--- config.mk ---
export PLATFORM = sky130hd
export DESIGN_NAME = pixel_replicate_clip_placer
export DESIGN_NICKNAME = d
export VERILOG_FILES = /design/src/rtl/prcp_pkg.sv /design/src/rtl/prcp_front.sv /design/src/rtl/prcp_queue.sv /design/src/rtl/prcp_back.sv /design/src/rtl/pixel_replicate_clip_placer.sv
export SDC_FILE = /design/constraint.sdc
export NUM_CORES = 2
export LEC_CHECK = 0
export BUFFER_PORTS_ARGS = -buffer_cell sky130_fd_sc_hd__buf_4
export CORE_MARGIN = 1.5
export CORE_UTILIZATION = 25
export CTS_BUF_LIST = sky130_fd_sc_hd__clkbuf_8 sky130_fd_sc_hd__clkbuf_16
export DETAILED_ROUTE_END_ITERATION = 8
export HOLD_SLACK_MARGIN = 0.02
export PLACE_DENSITY = 0.37
export SLEW_MARGIN = 20
export SYNTH_ARGS = -nofsm -noshare
export SYNTH_HDL_FRONTEND = slang
export SYNTH_SLANG_ARGS = --single-unit
--- constraint.sdc ---
create_clock -name clk -period 11.06 [get_ports clk]
set_input_delay 2.765 -clock clk [delete_from_list [all_inputs] [get_ports clk]]
set_output_delay 2.765 -clock clk [all_outputs]
set_load 0.01 [all_outputs]
--- src/rtl/prcp_pkg.sv ---
// Package for the pixel replicate and clip placer.
// Holds the register indexes, reset values, the register bank type and queue sizing.
// No dependencies.
package prcp_pkg;

  localparam int REG_W     = 13;
  localparam int CFG_IDX_W = 3;
  localparam int MAG_W     = 4;
  localparam int JM_W      = 2;

  localparam int QUEUE_DEPTH = 4;
  localparam int QPTR_W      = 2;

  localparam logic [CFG_IDX_W-1:0] CFG_SCREEN_COLS  = 3'd0;
  localparam logic [CFG_IDX_W-1:0] CFG_SCREEN_ROWS  = 3'd1;
  localparam logic [CFG_IDX_W-1:0] CFG_IMAGE_COLS   = 3'd2;
  localparam logic [CFG_IDX_W-1:0] CFG_IMAGE_ROWS   = 3'd3;
  localparam logic [CFG_IDX_W-1:0] CFG_OFFSET_X     = 3'd4;
  localparam logic [CFG_IDX_W-1:0] CFG_OFFSET_Y     = 3'd5;
  localparam logic [CFG_IDX_W-1:0] CFG_JUSTIFY_MODE = 3'd6;
  localparam logic [CFG_IDX_W-1:0] CFG_MAGNIFY      = 3'd7;

  localparam int JUST_RIGHT  = 0;
  localparam int JUST_BOTTOM = 1;

  localparam logic [REG_W-1:0] RST_SCREEN_COLS = 13'd1024;
  localparam logic [REG_W-1:0] RST_SCREEN_ROWS = 13'd768;
  localparam logic [REG_W-1:0] RST_IMAGE_COLS  = 13'd640;
  localparam logic [REG_W-1:0] RST_IMAGE_ROWS  = 13'd480;
  localparam logic [MAG_W-1:0] RST_MAGNIFY     = 4'd1;

  typedef struct packed {
    logic        [REG_W-1:0] screen_cols;
    logic        [REG_W-1:0] screen_rows;
    logic        [REG_W-1:0] image_cols;
    logic        [REG_W-1:0] image_rows;
    logic signed [REG_W-1:0] offset_x;
    logic signed [REG_W-1:0] offset_y;
    logic        [JM_W-1:0]  justify_mode;
    logic        [MAG_W-1:0] magnify;
  } cfg_t;

endpackage

--- src/rtl/prcp_front.sv ---
// Front end of the placer: source counters, placement arithmetic and clipping.
// Three register stages; kept pixels go out as write spans to the queue.
// Depends on prcp_pkg.
module prcp_front #(
  parameter int PIXEL_BITS  = 32,
  parameter int COORD_BITS  = 12,
  parameter int MAX_MAGNIFY = 8
) (
  input  logic                  clk,
  input  logic                  rst_n,
  input  prcp_pkg::cfg_t        cfg,
  input  logic                  in_valid,
  output logic                  in_ready,
  input  logic [PIXEL_BITS-1:0] in_pixel,
  input  logic                  in_frame_start,
  input  logic                  q_ready,
  output logic                  q_push,
  output logic [PIXEL_BITS-1:0] q_pixel,
  output logic [COORD_BITS-1:0] q_row_first,
  output logic [COORD_BITS-1:0] q_row_last,
  output logic [COORD_BITS-1:0] q_col_first,
  output logic [COORD_BITS-1:0] q_col_last
);

  localparam int SZ_W   = COORD_BITS + 1;
  localparam int EXT_W  = (SZ_W > prcp_pkg::REG_W) ? SZ_W : prcp_pkg::REG_W;
  localparam int PROD_W = SZ_W + prcp_pkg::MAG_W;
  localparam int SW     = ((COORD_BITS > 12) ? COORD_BITS : 12) + 6;
  localparam logic [EXT_W-1:0] LIMIT = EXT_W'(1) << COORD_BITS;

  // Effective sizes and factor after clamping.
  logic [EXT_W-1:0]          ic_ext, ir_ext, sc_ext, sr_ext;
  logic [SZ_W-1:0]           w_eff, h_eff, sx_eff, sy_eff;
  logic [prcp_pkg::MAG_W-1:0] m_eff;

  always_comb begin
    ic_ext = EXT_W'(cfg.image_cols);
    ir_ext = EXT_W'(cfg.image_rows);
    sc_ext = EXT_W'(cfg.screen_cols);
    sr_ext = EXT_W'(cfg.screen_rows);
    if (ic_ext == '0) w_eff = SZ_W'(1);
    else if (ic_ext > LIMIT) w_eff = SZ_W'(LIMIT);
    else w_eff = SZ_W'(ic_ext);
    if (ir_ext == '0) h_eff = SZ_W'(1);
    else if (ir_ext > LIMIT) h_eff = SZ_W'(LIMIT);
    else h_eff = SZ_W'(ir_ext);
    sx_eff = (sc_ext > LIMIT) ? SZ_W'(LIMIT) : SZ_W'(sc_ext);
    sy_eff = (sr_ext > LIMIT) ? SZ_W'(LIMIT) : SZ_W'(sr_ext);
    if (cfg.magnify == '0) m_eff = prcp_pkg::MAG_W'(1);
    else if (cfg.magnify > prcp_pkg::MAG_W'(MAX_MAGNIFY)) m_eff = prcp_pkg::MAG_W'(MAX_MAGNIFY);
    else m_eff = cfg.magnify;
  end

  // Stage registers.
  logic                       s1_v_r, s2_v_r, s3_v_r, s3_keep_r;
  logic                       s1_v_nxt, s2_v_nxt, s3_v_nxt;
  logic                       s1_free, s2_free, s3_free, in_acc;
  logic [PIXEL_BITS-1:0]      s1_pix_r, s2_pix_r, s3_pix_r;
  logic [prcp_pkg::MAG_W-1:0] s1_m_r, s2_m_r;
  logic [PROD_W-1:0]          s1_rm_r, s1_cm_r, s1_wm_r, s1_hm_r;
  logic signed [SW-1:0]       s2_row0_r, s2_col0_r;
  logic [COORD_BITS-1:0]      s3_rs_r, s3_re_r, s3_cs_r, s3_ce_r;

  assign s3_free  = !s3_v_r || !s3_keep_r || q_ready;
  assign s2_free  = !s2_v_r || s3_free;
  assign s1_free  = !s1_v_r || s2_free;
  assign in_ready = s1_free;
  assign in_acc   = in_valid && in_ready;

  // Source counters.
  logic [COORD_BITS-1:0] col_r, row_r, col_nxt, row_nxt, cur_col, cur_row;
  logic [SZ_W-1:0]       col_inc, row_inc;

  always_comb begin
    cur_col = in_frame_start ? '0 : col_r;
    cur_row = in_frame_start ? '0 : row_r;
    col_inc = {1'b0, cur_col} + SZ_W'(1);
    row_inc = {1'b0, cur_row} + SZ_W'(1);
    col_nxt = col_r;
    row_nxt = row_r;
    if (in_acc) begin
      if (col_inc >= w_eff) begin
        col_nxt = '0;
        row_nxt = (row_inc >= h_eff) ? '0 : row_inc[COORD_BITS-1:0];
      end else begin
        col_nxt = col_inc[COORD_BITS-1:0];
        row_nxt = cur_row;
      end
    end
  end

  // Stage 2 inputs: origin of the pixel's block.
  logic signed [SW-1:0] cb_adj, rb_adj, col0, row0;

  always_comb begin
    cb_adj = '0;
    rb_adj = '0;
    if (cfg.justify_mode[prcp_pkg::JUST_RIGHT]) begin
      cb_adj = signed'(SW'(sx_eff)) - signed'(SW'(s1_wm_r));
    end
    if (cfg.justify_mode[prcp_pkg::JUST_BOTTOM]) begin
      rb_adj = signed'(SW'(sy_eff)) - signed'(SW'(s1_hm_r));
    end
    col0 = SW'(cfg.offset_x) + cb_adj + signed'(SW'(s1_cm_r));
    row0 = SW'(cfg.offset_y) + rb_adj + signed'(SW'(s1_rm_r));
  end

  // Stage 3 inputs: clip the block against the screen.
  logic signed [SW-1:0] rlast, clast, rs, re, cs, ce;
  logic                 keep;

  always_comb begin
    rlast = s2_row0_r + signed'(SW'(s2_m_r)) - SW'(1);
    clast = s2_col0_r + signed'(SW'(s2_m_r)) - SW'(1);
    rs    = (s2_row0_r < 0) ? '0 : s2_row0_r;
    cs    = (s2_col0_r < 0) ? '0 : s2_col0_r;
    re    = (rlast >= signed'(SW'(sy_eff))) ? signed'(SW'(sy_eff)) - SW'(1) : rlast;
    ce    = (clast >= signed'(SW'(sx_eff))) ? signed'(SW'(sx_eff)) - SW'(1) : clast;
    keep  = (rs <= re) && (cs <= ce);
  end

  always_comb begin
    s1_v_nxt = s1_free ? in_acc : s1_v_r;
    s2_v_nxt = s2_free ? s1_v_r : s2_v_r;
    s3_v_nxt = s3_free ? s2_v_r : s3_v_r;
  end

  always_ff @(posedge clk) begin
    if (!rst_n) begin
      s1_v_r    <= 1'b0;
      s2_v_r    <= 1'b0;
      s3_v_r    <= 1'b0;
      s3_keep_r <= 1'b0;
      col_r     <= '0;
      row_r     <= '0;
    end else begin
      s1_v_r <= s1_v_nxt;
      s2_v_r <= s2_v_nxt;
      s3_v_r <= s3_v_nxt;
      col_r  <= col_nxt;
      row_r  <= row_nxt;
      if (s3_free) begin
        s3_keep_r <= keep;
      end
    end
  end

  always_ff @(posedge clk) begin
    if (in_acc) begin
      s1_pix_r <= in_pixel;
      s1_m_r   <= m_eff;
      s1_rm_r  <= PROD_W'({1'b0, cur_row}) * PROD_W'(m_eff);
      s1_cm_r  <= PROD_W'({1'b0, cur_col}) * PROD_W'(m_eff);
      s1_wm_r  <= PROD_W'(w_eff) * PROD_W'(m_eff);
      s1_hm_r  <= PROD_W'(h_eff) * PROD_W'(m_eff);
    end
    if (s2_free && s1_v_r) begin
      s2_pix_r  <= s1_pix_r;
      s2_m_r    <= s1_m_r;
      s2_row0_r <= row0;
      s2_col0_r <= col0;
    end
    if (s3_free && s2_v_r) begin
      s3_pix_r <= s2_pix_r;
      s3_rs_r  <= rs[COORD_BITS-1:0];
      s3_re_r  <= re[COORD_BITS-1:0];
      s3_cs_r  <= cs[COORD_BITS-1:0];
      s3_ce_r  <= ce[COORD_BITS-1:0];
    end
  end

  assign q_push      = s3_v_r && s3_keep_r && q_ready;
  assign q_pixel     = s3_pix_r;
  assign q_row_first = s3_rs_r;
  assign q_row_last  = s3_re_r;
  assign q_col_first = s3_cs_r;
  assign q_col_last  = s3_ce_r;

endmodule

--- src/rtl/prcp_queue.sv ---
// Short FIFO of write spans between the front end and the write sequencer.
// Depth comes from prcp_pkg; the entry width is a parameter.
// Depends on prcp_pkg.
module prcp_queue #(
  parameter int DATA_W = 80
) (
  input  logic              clk,
  input  logic              rst_n,
  input  logic              push,
  output logic              ready,
  input  logic [DATA_W-1:0] wdata,
  input  logic              pop,
  output logic              valid,
  output logic [DATA_W-1:0] rdata
);

  localparam int CNT_W = prcp_pkg::QPTR_W + 1;

  logic [DATA_W-1:0]           slot_r [prcp_pkg::QUEUE_DEPTH];
  logic [prcp_pkg::QPTR_W-1:0] wr_ptr_r, rd_ptr_r;
  logic [CNT_W-1:0]            count_r, count_nxt;
  logic                        do_pop;

  assign ready  = count_r != CNT_W'(prcp_pkg::QUEUE_DEPTH);
  assign valid  = count_r != '0;
  assign do_pop = pop && valid;
  assign rdata  = slot_r[rd_ptr_r];

  always_comb begin
    count_nxt = count_r;
    if (push && !do_pop) count_nxt = count_r + CNT_W'(1);
    else if (!push && do_pop) count_nxt = count_r - CNT_W'(1);
  end

  always_ff @(posedge clk) begin
    if (!rst_n) begin
      wr_ptr_r <= '0;
      rd_ptr_r <= '0;
      count_r  <= '0;
    end else begin
      count_r <= count_nxt;
      if (push) wr_ptr_r <= wr_ptr_r + prcp_pkg::QPTR_W'(1);
      if (do_pop) rd_ptr_r <= rd_ptr_r + prcp_pkg::QPTR_W'(1);
    end
  end

  always_ff @(posedge clk) begin
    if (push) begin
      slot_r[wr_ptr_r] <= wdata;
    end
  end

endmodule

--- src/rtl/prcp_back.sv ---
// Write sequencer: walks each queued span row by row and column by column.
// Drives the registered output channel, one framebuffer write per cycle unless out_ready stalls it.
// Depends on no package items.
module prcp_back #(
  parameter int PIXEL_BITS = 32,
  parameter int COORD_BITS = 12
) (
  input  logic                  clk,
  input  logic                  rst_n,
  input  logic                  q_valid,
  output logic                  q_pop,
  input  logic [PIXEL_BITS-1:0] q_pixel,
  input  logic [COORD_BITS-1:0] q_row_first,
  input  logic [COORD_BITS-1:0] q_row_last,
  input  logic [COORD_BITS-1:0] q_col_first,
  input  logic [COORD_BITS-1:0] q_col_last,
  output logic                  out_valid,
  input  logic                  out_ready,
  output logic [COORD_BITS-1:0] out_screen_row,
  output logic [COORD_BITS-1:0] out_screen_col,
  output logic [PIXEL_BITS-1:0] out_pixel_out,
  output logic                  out_last_write
);

  logic                  work_v_r, work_v_nxt, out_v_r, out_v_nxt;
  logic [PIXEL_BITS-1:0] pix_r;
  logic [COORD_BITS-1:0] row_r, col_r, re_r, cs_r, ce_r;
  logic                  emit, row_end, col_end, done, load;

  assign emit    = work_v_r && (!out_v_r || out_ready);
  assign col_end = col_r == ce_r;
  assign row_end = row_r == re_r;
  assign done    = emit && col_end && row_end;
  assign load    = q_valid && (!work_v_r || done);
  assign q_pop   = load;

  always_comb begin
    work_v_nxt = work_v_r;
    if (load) work_v_nxt = 1'b1;
    else if (done) work_v_nxt = 1'b0;
    out_v_nxt = out_v_r;
    if (emit) out_v_nxt = 1'b1;
    else if (out_ready) out_v_nxt = 1'b0;
  end

  always_ff @(posedge clk) begin
    if (!rst_n) begin
      work_v_r <= 1'b0;
      out_v_r  <= 1'b0;
    end else begin
      work_v_r <= work_v_nxt;
      out_v_r  <= out_v_nxt;
    end
  end

  always_ff @(posedge clk) begin
    if (load) begin
      pix_r <= q_pixel;
      row_r <= q_row_first;
      re_r  <= q_row_last;
      col_r <= q_col_first;
      cs_r  <= q_col_first;
      ce_r  <= q_col_last;
    end else if (emit) begin
      if (col_end) begin
        col_r <= cs_r;
        row_r <= row_r + COORD_BITS'(1);
      end else begin
        col_r <= col_r + COORD_BITS'(1);
      end
    end
    if (emit) begin
      out_screen_row <= row_r;
      out_screen_col <= col_r;
      out_pixel_out  <= pix_r;
      out_last_write <= col_end && row_end;
    end
  end

  assign out_valid = out_v_r;

endmodule

--- src/rtl/pixel_replicate_clip_placer.sv ---
// Throughput: one framebuffer write per cycle while out_ready stays high, set by the
// write sequencer; a pixel gives up to magnify*magnify writes when none is clipped.
// Reset (rst_n low, synchronous) loads the register defaults, clears the source
// counters, empties the pipeline and queue and drops out_valid.
//
// Top level of the pixel replicate and clip placer. Depends on prcp_pkg, prcp_front,
// prcp_queue and prcp_back.
module pixel_replicate_clip_placer #(
  parameter int PIXEL_BITS  = 32,
  parameter int COORD_BITS  = 12,
  parameter int MAX_MAGNIFY = 8
) (
  input  logic                           clk,
  input  logic                           rst_n,
  input  logic                           cfg_wr_en,
  input  logic [prcp_pkg::CFG_IDX_W-1:0] cfg_index,
  input  logic [prcp_pkg::REG_W-1:0]     cfg_wdata,
  input  logic                           in_valid,
  output logic                           in_ready,
  input  logic [PIXEL_BITS-1:0]          in_pixel,
  input  logic                           in_frame_start,
  output logic                           out_valid,
  input  logic                           out_ready,
  output logic [COORD_BITS-1:0]          out_screen_row,
  output logic [COORD_BITS-1:0]          out_screen_col,
  output logic [PIXEL_BITS-1:0]          out_pixel_out,
  output logic                           out_last_write
);

  // A queue entry is one pixel plus the clipped row and column span it covers.
  localparam int ENTRY_W = PIXEL_BITS + 4 * COORD_BITS;

  // Register bank. The user must write only while the block is idle (not enforced
  // by the block), so the front end can read these values directly at every stage.
  prcp_pkg::cfg_t cfg_r;

  always_ff @(posedge clk) begin
    if (!rst_n) begin
      cfg_r.screen_cols  <= prcp_pkg::RST_SCREEN_COLS;
      cfg_r.screen_rows  <= prcp_pkg::RST_SCREEN_ROWS;
      cfg_r.image_cols   <= prcp_pkg::RST_IMAGE_COLS;
      cfg_r.image_rows   <= prcp_pkg::RST_IMAGE_ROWS;
      cfg_r.offset_x     <= '0;
      cfg_r.offset_y     <= '0;
      cfg_r.justify_mode <= '0;
      cfg_r.magnify      <= prcp_pkg::RST_MAGNIFY;
    end else if (cfg_wr_en) begin
      unique case (cfg_index)
        prcp_pkg::CFG_SCREEN_COLS:  cfg_r.screen_cols  <= cfg_wdata;
        prcp_pkg::CFG_SCREEN_ROWS:  cfg_r.screen_rows  <= cfg_wdata;
        prcp_pkg::CFG_IMAGE_COLS:   cfg_r.image_cols   <= cfg_wdata;
        prcp_pkg::CFG_IMAGE_ROWS:   cfg_r.image_rows   <= cfg_wdata;
        prcp_pkg::CFG_OFFSET_X:     cfg_r.offset_x     <= signed'(cfg_wdata);
        prcp_pkg::CFG_OFFSET_Y:     cfg_r.offset_y     <= signed'(cfg_wdata);
        prcp_pkg::CFG_JUSTIFY_MODE: cfg_r.justify_mode <= cfg_wdata[prcp_pkg::JM_W-1:0];
        prcp_pkg::CFG_MAGNIFY:      cfg_r.magnify      <= cfg_wdata[prcp_pkg::MAG_W-1:0];
        default: ;
      endcase
    end
  end

  // The front end accepts a pixel every cycle unless its last stage is held by
  // a full queue. Pixels that are clipped away entirely never enter the queue,
  // but the source counters still advance for them.
  logic                  q_push, q_ready, q_valid, q_pop;
  logic [PIXEL_BITS-1:0] f_pixel, b_pixel;
  logic [COORD_BITS-1:0] f_rs, f_re, f_cs, f_ce, b_rs, b_re, b_cs, b_ce;
  logic [ENTRY_W-1:0]    q_wdata, q_rdata;

  prcp_front #(
    .PIXEL_BITS  (PIXEL_BITS),
    .COORD_BITS  (COORD_BITS),
    .MAX_MAGNIFY (MAX_MAGNIFY)
  ) u_front (
    .clk            (clk),
    .rst_n          (rst_n),
    .cfg            (cfg_r),
    .in_valid       (in_valid),
    .in_ready       (in_ready),
    .in_pixel       (in_pixel),
    .in_frame_start (in_frame_start),
    .q_ready        (q_ready),
    .q_push         (q_push),
    .q_pixel        (f_pixel),
    .q_row_first    (f_rs),
    .q_row_last     (f_re),
    .q_col_first    (f_cs),
    .q_col_last     (f_ce)
  );

  assign q_wdata = {f_pixel, f_rs, f_re, f_cs, f_ce};

  prcp_queue #(
    .DATA_W (ENTRY_W)
  ) u_queue (
    .clk   (clk),
    .rst_n (rst_n),
    .push  (q_push),
    .ready (q_ready),
    .wdata (q_wdata),
    .pop   (q_pop),
    .valid (q_valid),
    .rdata (q_rdata)
  );

  assign {b_pixel, b_rs, b_re, b_cs, b_ce} = q_rdata;

  // The sequencer loads the next span in the same cycle as the last write of the
  // current one, so magnify 1 runs at one pixel per cycle while out_ready is high.
  prcp_back #(
    .PIXEL_BITS (PIXEL_BITS),
    .COORD_BITS (COORD_BITS)
  ) u_back (
    .clk            (clk),
    .rst_n          (rst_n),
    .q_valid        (q_valid),
    .q_pop          (q_pop),
    .q_pixel        (b_pixel),
    .q_row_first    (b_rs),
    .q_row_last     (b_re),
    .q_col_first    (b_cs),
    .q_col_last     (b_ce),
    .out_valid      (out_valid),
    .out_ready      (out_ready),
    .out_screen_row (out_screen_row),
    .out_screen_col (out_screen_col),
    .out_pixel_out  (out_pixel_out),
    .out_last_write (out_last_write)
  );

  // Every emitted write must land inside the screen.
  localparam int CHK_W = ((COORD_BITS > prcp_pkg::REG_W) ? COORD_BITS : prcp_pkg::REG_W) + 1;

  a_col_on_screen: assert property (@(posedge clk) disable iff (!rst_n)
    out_valid |-> (CHK_W'(cfg_r.screen_cols) > CHK_W'(out_screen_col)))
    else $error("write column outside the screen");

  a_row_on_screen: assert property (@(posedge clk) disable iff (!rst_n)
    out_valid |-> (CHK_W'(cfg_r.screen_rows) > CHK_W'(out_screen_row)))
    else $error("write row outside the screen");

  // A span is only popped when the queue holds one.
  a_pop_nonempty: assert property (@(posedge clk) disable iff (!rst_n)
    q_pop |-> q_valid)
    else $error("queue popped while empty");

  a_reset_clears_out: assert property (@(posedge clk)
    !rst_n |=> !out_valid)
    else $error("output valid after reset");

endmodule

==> metrics.csv <==
stage;metric;value;unit
synthesis;ys async rst share;0;%
clock_tree;H-tree depth;3;
floorplan;Die ar.;179000;um^2
routing;Pre-Repair DR Iteration Count;5;
sta;final hold viol count;0;
floorplan;num ports;113;
clock_tree;buffer depth of the longest clock path;3;
clock_tree;Reg clk slew, reported paths;0.06;ns
synthesis;Synth Warn #;0;
sta;f_max;144;MHz
synthesis;Yosys cell types;81;
routing;DRC;0;
worst_hold_path;Hold Path Class;register to register;
global_routing;largest net degree at the start of global routing;86;
clock_tree;post-cts hold buffer count;0;
sta;part of the cycle the worst path needs;62.8;%
clock_tree;post-CTS setup buffer count;0;
synthesis;area fraction of the dominant cell type after synthesis;49.1;%
critical_path;Worst EP required;11.68;ns
synthesis;Syn Std Cell Area;44200;um^2
synthesis;Post-synth EDFFs;723;
floorplan;initial core utilization;25.1;%
floorplan;Die W;423;um
critical_path;critical path class;register to register;
synthesis;top-count cell post-synth;edfxtp_1;
clock_tree;CTS tree;done;
sta;setup TNS;0;ns
sta;Layout Skew;0.0587;ns
critical_path;CP startpoint kind;register;
synthesis;Synth area leader;edfxtp_1;
synthesis;Avg Cell Area, Syn;12.6;um^2
sta;crit path time final;6.94;ns
placement;port bufs;112;
pwr;Overall Power;9.07;mW
floorplan;Die Y;423;um
pwr;Lkg Pwr;19.8;nW
clock_tree;CTS Buf Count;96;
routing;routed len/inst;18.0;um
cells_and_area;layout cell share with drive strength beyond 1;11.7;%
floorplan;core area;176000;um^2
pwr;peak supply drop;141;uV
sta;# setup viols final;0;
routing;Post-DRT Antenna Nets;0;
run;MaxCap Viol Count;0;
critical_path;CP max FO;25;
synthesis;Mapped Nets;3979;
sta;slew margin rel.;27.5;%
critical_path;Arr. time, crit path;7.56;ns
pwr;pwr dens;177;nW/um^2
critical_path;critical path's slowest cell;o21ai_1;
sta;actual slew at the worst max-slew pin;1.08;ns
synthesis;Post-synth top cells;edfxtp_1, nand2_1, inv_1;
routing;via density per instance;4.29;
outcome;status;completed;
global_routing;global-route wire length before repair;168000;um
global_routing;GRT overflow;0;
synthesis;top post-synthesis cells by area;edfxtp_1, ha_1, dfxtp_1;
global_routing;total track usage;12.1;%
clock_tree;CTS Sinks;846;
sta;Hold WS;0.397;ns
clock_tree;Clock Root Buffer;clkbuf_16;
critical_path;CP dominant cell by count;a21o_1;
global_routing;antenna violations before repair;4;
critical_path;Worst Setup SP;cfg_r[60];
routing;drt total wl;110000;um
cells_and_area;fin nets;4115;
synthesis;Cells after Synth;3521;
synthesis;Seq/Total Area, Yosys;54.7;%
synthesis;register bit count reported by yosys;846;
cells_and_area;post-route insts no fill;6083;
routing;Vias;26100;
worst_hold_path;Worst Min Path Start;u_front.s1_pix_r[7];
global_routing;vias in the first global route;27000;
sta;max-slew violations;0;
clock_tree;later-pin clock latency in the skew report;0.72;ns
placement;RePlAce Congestion;0.813;
synthesis;Main synth FF type;edfxtp_1;
cells_and_area;Synth-to-Final Area Change;15.8;%
routing;Iter 0 DRT Violations;1310;
clock_tree;Post-CTS Resized;0;
critical_path;Critical Path Max Stage Delay;0.41;ns
floorplan;row count;154;
placement;DPL Wire Length;76800;um
critical_path;FF-to-FF Start;cfg_r[60];
critical_path;Setup crit end kind;register;
sta;RSZ-0062 raised after global routing;false;
placement;DP Cell Count;5899;
==> area by class of cell <==
cell class                 instances  area, um^2
inverter                         311        1170
timing repair buffer             145        1090
antenna                            3        7.51
clock buffer                     100        2470
fill                           18000      125000
clock inverter                    81         865
multi-input combinational       2257       18400
sequential                       846       24200
tap                             2340        2930
==> cells by family after synthesis <==
family | Yosys count | synth area share (%)
AO/OA/AOI/OAI | 511 | 7.90
buffers and inverters | 418 | 3.65
XOR/XNOR | 207 | 4.10
multiplexers | 140 | 5.55
flip-flops | 846 | 54.7
adder cells (fa/ha/maj) | 404 | 13.5
AND/OR/NAND/NOR | 995 | 10.6
==> stage by stage <==
step / cell area (um^2) / utilization, % / setup slack [ns]
after floorplan: 44200 / - / 4.14
after global placement: 47800 / 27.2 / 3.76
after detailed placement: 47800 / 27.2 / 3.70
after CTS: 51100 / 29.1 / 3.96
after global routing: 51100 / 29.1 / 3.47
final: 51200 / 29.1 / 4.12
==> state kept, by name, indices dropped and copies added (netlist names), 16 cells and up, named ones only <==
| register | count |
|---|---|
| cfg_r | 84 |
| u_front.s2_row0_r | 18 |
| u_front.s1_hm_r | 17 |
| u_front.s1_wm_r | 17 |
| u_front.q_pixel | 32 |
| u_back.pix_r | 32 |
| u_queue.slot_r | 320 |
| u_front.s1_pix_r | 32 |
| u_front.s1_rm_r | 16 |
| u_back.out_pixel_out | 32 |
| u_front.s1_cm_r | 16 |
| u_front.s2_col0_r | 18 |
| u_front.s2_pix_r | 32 |
==> power breakdown <==
| group | switching, mW | total [mW] | internal (mW) |
|---|---|---|---|
| combinational | 0.882 | 1.56 | 0.675 |
| clock | 1.37 | 3.33 | 1.96 |
| sequential | 0.236 | 4.18 | 3.94 |
| total | 2.49 | 9.07 | 6.57 |
==> placed cells by master (no fill, tap or decap), types with 14 or more instances in the layout <==
cell	n
ha_1	281
mux4_2	80
nor2_1	206
and3_1	23
or2_2	14
a211oi_1	18
fa_1	123
mux2i_1	37
o21bai_1	25
inv_1	316
a21o_1	47
and2_1	31
nand4_1	22
nand3_1	70
o21ai_0	75
or3_1	31
xor2_1	71
nand2_1	393
edfxtp_1	723
o21a_1	16
dfxtp_1	121
clkinv_2	19
a21boi_0	91
bufinv_16	14
nor3_1	39
buf_4	145
clkbuf_16	97
xnor2_1	136
a21oi_1	115
nor2b_1	86
clkinv_1	22
nand2b_1	30
nor4_1	17
==> metal layers <==
metal	vias up	wire length [um]	track usage, %
met3	132	3820	2.07
met2	350	49800	19.5
met5	-	0	0
li1	12900	-	-
met4	0	2180	2.77
met1	12700	54000	17.0
==> path summary, 6_finish.rpt <==
kind              cells past startpoint  slack (ns)                  end
hold reg to reg                       0        0.40  u_front.s2_pix_r[7]
setup reg to reg                     29        4.12    u_front.s3_keep_r
hold / removal                        0        0.40  u_front.s2_pix_r[7]
setup / recovery                     29        4.12    u_front.s3_keep_r
==> critical path: cells and delay by family, from the launching register on <==
family	cells	cell delay [ns]
simple gates	8	1.89
compound gates	16	3.28
buf+inv	2	0.46
mux	1	0.34
fa+ha+maj	2	0.53
flops	1	0.35
Power figures use the tool's default switching activity.
